<file path="src/design/kcs_pkg.sv">
// Shared types, constants and helpers of the k-mer contig segmenter.
package kcs_pkg;

  localparam int unsigned POS_W        = 16;
  localparam int unsigned CFG_IDX_W    = 2;
  localparam logic [POS_W-1:0] MAX_READ_LEN = 16'hFFFF;

  localparam logic [7:0] KMER_SIZE_RST  = 8'd31;
  localparam logic [7:0] QUAL_CUT_RST   = 8'd0;
  localparam logic [7:0] HOMO_CUT_RST   = 8'd0;
  localparam logic [7:0] RUN_MAX        = 8'd255;

  localparam int unsigned FIFO_DEPTH = 4;
  localparam int unsigned FIFO_PTR_W = $clog2(FIFO_DEPTH);
  localparam int unsigned FIFO_CNT_W = FIFO_PTR_W + 1;

  typedef enum logic [CFG_IDX_W-1:0] {
    CFG_KMER_SIZE = 2'd0,
    CFG_QUAL_CUT  = 2'd1,
    CFG_HOMO_CUT  = 2'd2
  } cfg_reg_e;

  typedef struct packed {
    logic [7:0] base;
    logic [7:0] quality;
    logic       quality_present;
    logic       last_base;
  } in_item_t;

  typedef struct packed {
    logic [POS_W-1:0] contig_begin;
    logic [POS_W-1:0] contig_stop;
    logic             last_of_run;
  } out_item_t;

  // Up to two results written into the output queue in one cycle.
  typedef struct packed {
    logic      push0;
    logic      push1;
    out_item_t item0;
    out_item_t item1;
  } out_push_t;

  function automatic logic is_acgt(input logic [7:0] c);
    logic r;
    case (c)
      8'h41, 8'h43, 8'h47, 8'h54,
      8'h61, 8'h63, 8'h67, 8'h74: r = 1'b1;
      default:                    r = 1'b0;
    endcase
    return r;
  endfunction

endpackage

</file>
<file path="src/design/kcs_out_fifo.sv">
// Four-entry result queue that takes up to two items per cycle.
module kcs_out_fifo (
  input  logic                clk_i,
  input  logic                rst_ni,
  input  kcs_pkg::out_push_t  push_i,
  output logic                room2_o,
  output logic                out_valid_o,
  input  logic                out_stall_i,
  output kcs_pkg::out_item_t  out_item_o
);

  kcs_pkg::out_item_t mem_q [kcs_pkg::FIFO_DEPTH];

  logic [kcs_pkg::FIFO_PTR_W-1:0] wr_ptr_q, wr_ptr_d;
  logic [kcs_pkg::FIFO_PTR_W-1:0] rd_ptr_q, rd_ptr_d;
  logic [kcs_pkg::FIFO_CNT_W-1:0] count_q, count_d;
  logic [kcs_pkg::FIFO_CNT_W-1:0] n_push;
  logic                           pop;

  assign out_valid_o = (count_q != '0);
  assign out_item_o  = mem_q[rd_ptr_q];
  assign room2_o     = (count_q <= kcs_pkg::FIFO_CNT_W'(kcs_pkg::FIFO_DEPTH - 2));
  assign pop         = out_valid_o && !out_stall_i;

  always_comb begin
    n_push   = kcs_pkg::FIFO_CNT_W'(push_i.push0) + kcs_pkg::FIFO_CNT_W'(push_i.push1);
    wr_ptr_d = wr_ptr_q + n_push[kcs_pkg::FIFO_PTR_W-1:0];
    rd_ptr_d = rd_ptr_q + kcs_pkg::FIFO_PTR_W'(pop);
    count_d  = count_q + n_push - kcs_pkg::FIFO_CNT_W'(pop);
  end

  always_ff @(posedge clk_i or negedge rst_ni) begin
    if (!rst_ni) begin
      wr_ptr_q <= '0;
      rd_ptr_q <= '0;
      count_q  <= '0;
    end else begin
      wr_ptr_q <= wr_ptr_d;
      rd_ptr_q <= rd_ptr_d;
      count_q  <= count_d;
    end
  end

  always_ff @(posedge clk_i) begin
    if (push_i.push0) begin
      mem_q[wr_ptr_q] <= push_i.item0;
    end
    if (push_i.push1) begin
      mem_q[wr_ptr_q + kcs_pkg::FIFO_PTR_W'(1)] <= push_i.item1;
    end
  end

endmodule

</file>
<file path="src/design/kmer_contig_segmenter.sv">
// Top level of the k-mer contig segmenter: input stage, contig tracker, result queue.
//
//  channel | direction | handshake                 | payload
//  in      | in        | in_valid_i / in_stall_o   | in_item_i  (base, quality, flags)
//  out     | out       | out_valid_o / out_stall_i | out_item_o (contig bounds, last flag)
//  cfg     | in        | cfg_valid_i / cfg_ready_o | cfg_index_i, cfg_data_i
//
// One base per cycle unless the input stalls: an item is captured in the input register,
// and its contig update and up to two results are computed from that register.
// The input register advances while the four-entry result queue has room for two.
// A base that closes two contigs queues both results at once; the queue absorbs the extra one.
// Reset clears all position and run state and loads the register defaults.
module kmer_contig_segmenter (
  input  logic                              clk_i,
  input  logic                              rst_ni,
  input  logic                              in_valid_i,
  output logic                              in_stall_o,
  input  kcs_pkg::in_item_t                 in_item_i,
  output logic                              out_valid_o,
  input  logic                              out_stall_i,
  output kcs_pkg::out_item_t                out_item_o,
  input  logic                              cfg_valid_i,
  output logic                              cfg_ready_o,
  input  logic [kcs_pkg::CFG_IDX_W-1:0]     cfg_index_i,
  input  logic [7:0]                        cfg_data_i
);

  localparam int unsigned PW = kcs_pkg::POS_W;

  logic [7:0] kmer_size_q, qual_cut_q, homo_cut_q;

  logic              in_valid_q;
  kcs_pkg::in_item_t in_q;
  logic              room2;
  logic              proc;

  logic [PW-1:0] base_index_q, base_index_d;
  logic [PW-1:0] seg_start_q, seg_start_d;
  logic          seg_open_q, seg_open_d;
  logic [7:0]    run_len_q, run_len_d;
  logic [7:0]    prev_base_q, prev_base_d;

  logic          good;
  logic [7:0]    k_eff, h_eff, run_new;
  logic [PW-1:0] p, len_p, e_last, start_mid;
  logic [PW:0]   p_plus1, p_plus2, ns_wide;
  logic [PW-1:0] ns;
  logic          open_mid;
  logic          emit0, emit_last;
  kcs_pkg::out_item_t res_first, res_last;
  kcs_pkg::out_push_t push;

  assign cfg_ready_o = 1'b1;

  always_ff @(posedge clk_i or negedge rst_ni) begin
    if (!rst_ni) begin
      kmer_size_q <= kcs_pkg::KMER_SIZE_RST;
      qual_cut_q  <= kcs_pkg::QUAL_CUT_RST;
      homo_cut_q  <= kcs_pkg::HOMO_CUT_RST;
    end else if (cfg_valid_i && cfg_ready_o) begin
      case (kcs_pkg::cfg_reg_e'(cfg_index_i))
        kcs_pkg::CFG_KMER_SIZE: kmer_size_q <= cfg_data_i;
        kcs_pkg::CFG_QUAL_CUT:  qual_cut_q  <= cfg_data_i;
        kcs_pkg::CFG_HOMO_CUT:  homo_cut_q  <= cfg_data_i;
        default: ;
      endcase
    end
  end

  // Input stage: hold the item until the queue can take both possible results.
  assign proc       = in_valid_q && room2;
  assign in_stall_o = in_valid_q && !room2;

  always_ff @(posedge clk_i or negedge rst_ni) begin
    if (!rst_ni) begin
      in_valid_q <= 1'b0;
    end else if (!in_stall_o) begin
      in_valid_q <= in_valid_i;
    end
  end

  always_ff @(posedge clk_i) begin
    if (!in_stall_o && in_valid_i) begin
      in_q <= in_item_i;
    end
  end

  // Contig tracking for the item in the input register.
  always_comb begin
    k_eff = (kmer_size_q == 8'd0) ? 8'd1 : kmer_size_q;
    h_eff = (homo_cut_q == 8'd1) ? 8'd2 : homo_cut_q;
    p     = base_index_q;
    good  = kcs_pkg::is_acgt(in_q.base) &&
            !(in_q.quality_present && (qual_cut_q != 8'd0) && (in_q.quality <= qual_cut_q));
    len_p   = p - seg_start_q;
    p_plus1 = {1'b0, p} + (PW+1)'(1);
    p_plus2 = {1'b0, p} + (PW+1)'(2);
    ns_wide = (p_plus2 > (PW+1)'(h_eff)) ? p_plus2 - (PW+1)'(h_eff) : '0;
    // a restart never moves the start backward
    ns      = (ns_wide[PW-1:0] < seg_start_q) ? seg_start_q : ns_wide[PW-1:0];
    run_new = (in_q.base == prev_base_q) ?
              ((run_len_q < kcs_pkg::RUN_MAX) ? run_len_q + 8'd1 : run_len_q) : 8'd1;

    emit0       = 1'b0;
    open_mid    = seg_open_q;
    start_mid   = seg_start_q;
    run_len_d   = run_len_q;
    prev_base_d = prev_base_q;

    if (!good) begin
      emit0       = seg_open_q && (len_p >= PW'(k_eff));
      open_mid    = 1'b0;
      start_mid   = '0;
      run_len_d   = '0;
      prev_base_d = '0;
    end else if (!seg_open_q) begin
      open_mid    = 1'b1;
      start_mid   = p;
      run_len_d   = 8'd1;
      prev_base_d = in_q.base;
    end else begin
      prev_base_d = in_q.base;
      run_len_d   = run_new;
      if ((h_eff != 8'd0) && (run_new >= h_eff)) begin
        emit0     = (len_p >= PW'(k_eff));
        start_mid = ns;
        run_len_d = h_eff - 8'd1;
      end
    end

    e_last    = (p < kcs_pkg::MAX_READ_LEN) ? p_plus1[PW-1:0] : kcs_pkg::MAX_READ_LEN;
    emit_last = in_q.last_base && open_mid && ((e_last - start_mid) >= PW'(k_eff));

    seg_open_d  = open_mid;
    seg_start_d = start_mid;
    if (in_q.last_base) begin
      base_index_d = '0;
      seg_open_d   = 1'b0;
      seg_start_d  = '0;
      run_len_d    = '0;
      prev_base_d  = '0;
    end else begin
      base_index_d = e_last;
    end
  end

  always_comb begin
    res_first.contig_begin = seg_start_q;
    res_first.contig_stop  = p;
    res_first.last_of_run  = !emit_last;
    res_last.contig_begin  = start_mid;
    res_last.contig_stop   = e_last;
    res_last.last_of_run   = 1'b1;

    push.push0 = proc && (emit0 || emit_last);
    push.push1 = proc && emit0 && emit_last;
    push.item0 = emit0 ? res_first : res_last;
    push.item1 = res_last;
  end

  always_ff @(posedge clk_i or negedge rst_ni) begin
    if (!rst_ni) begin
      base_index_q <= '0;
      seg_start_q  <= '0;
      seg_open_q   <= 1'b0;
      run_len_q    <= '0;
      prev_base_q  <= '0;
    end else if (proc) begin
      base_index_q <= base_index_d;
      seg_start_q  <= seg_start_d;
      seg_open_q   <= seg_open_d;
      run_len_q    <= run_len_d;
      prev_base_q  <= prev_base_d;
    end
  end

  kcs_out_fifo u_out_fifo (
    .clk_i       (clk_i),
    .rst_ni      (rst_ni),
    .push_i      (push),
    .room2_o     (room2),
    .out_valid_o (out_valid_o),
    .out_stall_i (out_stall_i),
    .out_item_o  (out_item_o)
  );

endmodule

</file>
<file path="config.mk">
export PLATFORM = sky130hd
export DESIGN_NAME = kmer_contig_segmenter
export DESIGN_NICKNAME = d
export VERILOG_FILES = /design/src/design/kcs_pkg.sv /design/src/design/kcs_out_fifo.sv /design/src/design/kmer_contig_segmenter.sv
export SDC_FILE = /design/constraint.sdc
export NUM_CORES = 1
export LEC_CHECK = 0
export BUFFER_PORTS_ARGS = -buffer_cell sky130_fd_sc_hd__buf_4
export CAP_MARGIN = 20
export CORE_MARGIN = 5
export CORE_UTILIZATION = 55
export CTS_CLUSTER_DIAMETER = 100
export DETAILED_ROUTE_END_ITERATION = 12
export PLACE_DENSITY_LB_ADDON = 0.12
export SYNTH_ARGS = -nofsm -noshare
export SYNTH_HDL_FRONTEND = slang
export SYNTH_HIERARCHICAL = 1
export SYNTH_SLANG_ARGS = --single-unit
</file>
<file path="constraint.sdc">
create_clock -name clk_i -period 13.95 [get_ports clk_i]
set_input_delay 0.6975 -clock clk_i [delete_from_list [all_inputs] [get_ports clk_i]]
set_output_delay 0.6975 -clock clk_i [all_outputs]
set_load 0.01 [all_outputs]
</file>
==> impl_metrics.toml <==
[drt]
drc = 0
num_vias = 10924
wirelength_um = 39400
routed_wire_length_per_instance_um = 21.8
initialDrtViolationCount = 819
final_antenna_net_count = 0
post_drt_via_cell_ratio = 6.06
drt_first_pass_iters = 5

[flow_run]
maxcap_viol_count = 0

[clock_tree]
cts.path.max_buffers = 3
insertion_delay_ps = 530
cts_htree_levels = 1
clockRootBuffer = "clkbuf_16"
cts_tree = "yes"
cts_repair_resized_insts = 0
cts_made_buffers = 26
cts.sink_count = 231
clkTransAtPathRegs_ps = 60

[timing]
max_clock_freq_ghz = 0.0854
setup_ws_ps = 2240
timing_hold_violations_final = 0
grt_setup_unrepaired = "false"
finalCritPeriodShare_pct = 83.9
timing.final.crit_period_ps = 11710
slew_headroom_pct = 34.5
final_max_slew_viol_count = 0
number_of_failing_setup_endpoints_in_the_final_timing_report = 0
fin_tns_setup_ps = 0
timing_worst_slew_pin_value_ps = 972
skew_ps = 10.5

[synthesis]
count_of_flip_flops_with_a_built_in_enable_after_synthesis = 150
synth.avg_cell_area_um2 = 11.2
post_synth_instance_area_mm2 = 0.0152
dominantRegCellSynth = "edfxtp_1"
postSynthRegisterBits = 231
synth_cells = 1353
synth_sequential_area_ratio_pct = 43.0
ys_types = 73
yosysWarnings = 6
ys_async_sr_fraction_pct = 35.1

[cells_and_area]
most_common_cell_after_layout_fill_and_taps_aside = "mux2_2"
final_layout_size_suffix_gt1_share_pct = 24.4
area_growth_syn_to_layout_pct = 12.1
layout.cells.most_common_list = "162 x mux2_2, 150 x edfxtp_1, 97 x ha_1"
final_nets = 1544
final_core_util_pct = 62.9
design_area_mm2 = 0.0171
insertedDiodeCount = 0

[global_routing]
overall_track_demand_over_capacity_in_global_routing_pct = 25.0
grt_remaining_overflow = 0
antenna_violations_before_repair = 0
wire_length_of_the_first_global_routing_pass_um = 61300
grt_start_max_net_pins = 81
grt_pass1_vias = 10858

[place]
post-dp-hpwl_um = 27800
detailed_place.area_mm2 = 0.0161
worst_setup_timing_slack_at_the_placement_stage_ps = 2050
placement.io_buffers = 67
place.gp.congestion = 0.939

[pwr]
power.leakage_nw = 7.15
power_density_mw_per_mm2 = 146
irDropWorstVdd_v = 0.000246

[setup_path]
startpoint = "homo_cut_q[2]"
r2r_cells = 33
timing.critical_path.slowest_stage_cell = "a2111oi_2"
cp_max_fo = 24
ff_to_ff_start = "homo_cut_q[2]"
worstSetupEndpointType = "flop"
critical_path_class = "flop to flop"
cp_data_required_time_ps = 14220
max_stage_delay_ps = 760
critical_path.startpoint_type = "flop"
critPathArrivalTime_ps = 11980

[min_path]
worstHoldPathCells = 1
hold_class = "input pin to flop"
hp-start = "in_item_i[2]"

[die]
row_count = 60
number_of_placed_i_o_pins = 69
die_width_um = 176
core_mm2 = 0.0271
starting_density_of_the_core_pct = 56.1
floorplan.die_area_mm2 = 0.0311
floorplan.die.height_um = 176

[outcome]
status = "finished clean"
==> cell type report <==
cell class                 instances  area, µm²
inverter                          84        315
clock buffer                      34        712
timing repair buffer              90        723
multi-input combinational        977       8130
tap                              372        465
clock inverter                    14        176
sequential                       231       6540
fill                            2204      10000
==> cell families (layout without fill, tap and decap cells) <==
group                      after synthesis  in the layout  share of synthesized area [%]
and+or+nand+nor                        320            320                           10.4
adders and majority gates              101            101                           8.50
DFF                                    231            231                           43.0
AOI/OAI and AO/OA                      260            260                           11.2
other                                    1              5                         0.0246
muxes                                  220            220                           18.5
buffers and inverters                  149            222                           4.14
xor gates and xnor gates                71             71                           4.14
==> sequential cells by signal (all words and copies together) (netlist names), 2 cells and up <==
register and flops:
base_index_q 16, homo_cut_q 8, in_q 18, kmer_size_q 8
prev_base_q 8, qual_cut_q 8, run_len_q 8, seg_start_q 16
u_out_fifo/count_q 3, u_out_fifo/mem_q 132, u_out_fifo/rd_ptr_q 2, u_out_fifo/wr_ptr_q 2
==> path summary, 6_finish.rpt <==
kind                            slack, ps                 endpoint
max in group asynchronous           12670           kmer_size_q[4]
worst min register to register        510    u_out_fifo/count_q[2]
worst max-delay path                 2240  u_out_fifo/mem_q[1][21]
min in group asynchronous             470           prev_base_q[7]
worst max register to register       2240  u_out_fifo/mem_q[1][21]
worst min-delay path                  340                  in_q[2]
==> Yosys cell counts (22+ instances only) <==
cell type | count | share of area, %
mux2_2 | 162 | 12
edfxtp_1 | 150 | 30
ha_1 | 97 | 8.0
nor2_1 | 87 | 2.1
inv_1 | 84 | 2.1
nand2_1 | 77 | 1.9
dfrtp_1 | 76 | 12
o21ai_0 | 65 | 2.1
a21oi_1 | 60 | 2.0
xnor2_1 | 40 | 2.3
mux4_2 | 33 | 4.9
clkbuf_1 | 31 | 0.76
xor2_1 | 30 | 1.7
a22o_1 | 29 | 1.7
mux2i_1 | 23 | 1.5
nand3_1 | 22 | 0.72
nor3_1 | 22 | 0.72
==> where the power goes <==
group / leakage [nW] / switching (mW) / internal (mW) / total [mW]
clock: 0.429 / 0.279 / 0.433 / 0.712
combinational: 4.17 / 0.522 / 0.424 / 0.945
sequential: 2.55 / 0.0477 / 0.787 / 0.834
total: 7.15 / 0.848 / 1.64 / 2.49
==> metrics by stage <==
stage | power [mW] | hold WS (ps) | std cells
floorplan | 1.50 | 402 | 1357
global placement | 1.78 | 482 | 1750
detailed placement | 1.78 | 481 | 1750
CTS | 2.50 | 322 | 1799
global route | 2.63 | 319 | 1802
finish | 2.49 | 340 | 1802
==> repair_timing <==
action                    4_1_cts  5_1_grt
setup buffers                   0        0
hold endpoints to repair        1        0
hold buffers                    1        0
==> routing by layer <==
| layer | share of wire (%) | GRT usage [%] |
|---|---|---|
| met1 | 45 | 35.7 |
| met2 | 47 | 41.3 |
| met3 | 4.9 | 2.70 |
| met4 | 2.5 | 6.25 |
| met5 | 0 | 0 |
==> worst max-delay path: cells and delay by family (launching register included) <==
kind / cells / cell delay, ps
DFF: 1 / 440
buffers and inverters: 4 / 1060
adders and majority gates: 3 / 1030
muxes: 2 / 620
and+or+nand+nor: 10 / 3170
AOI/OAI and AO/OA: 13 / 4920
xor gates and xnor gates: 1 / 170
Power figures use the tool's default switching activity.
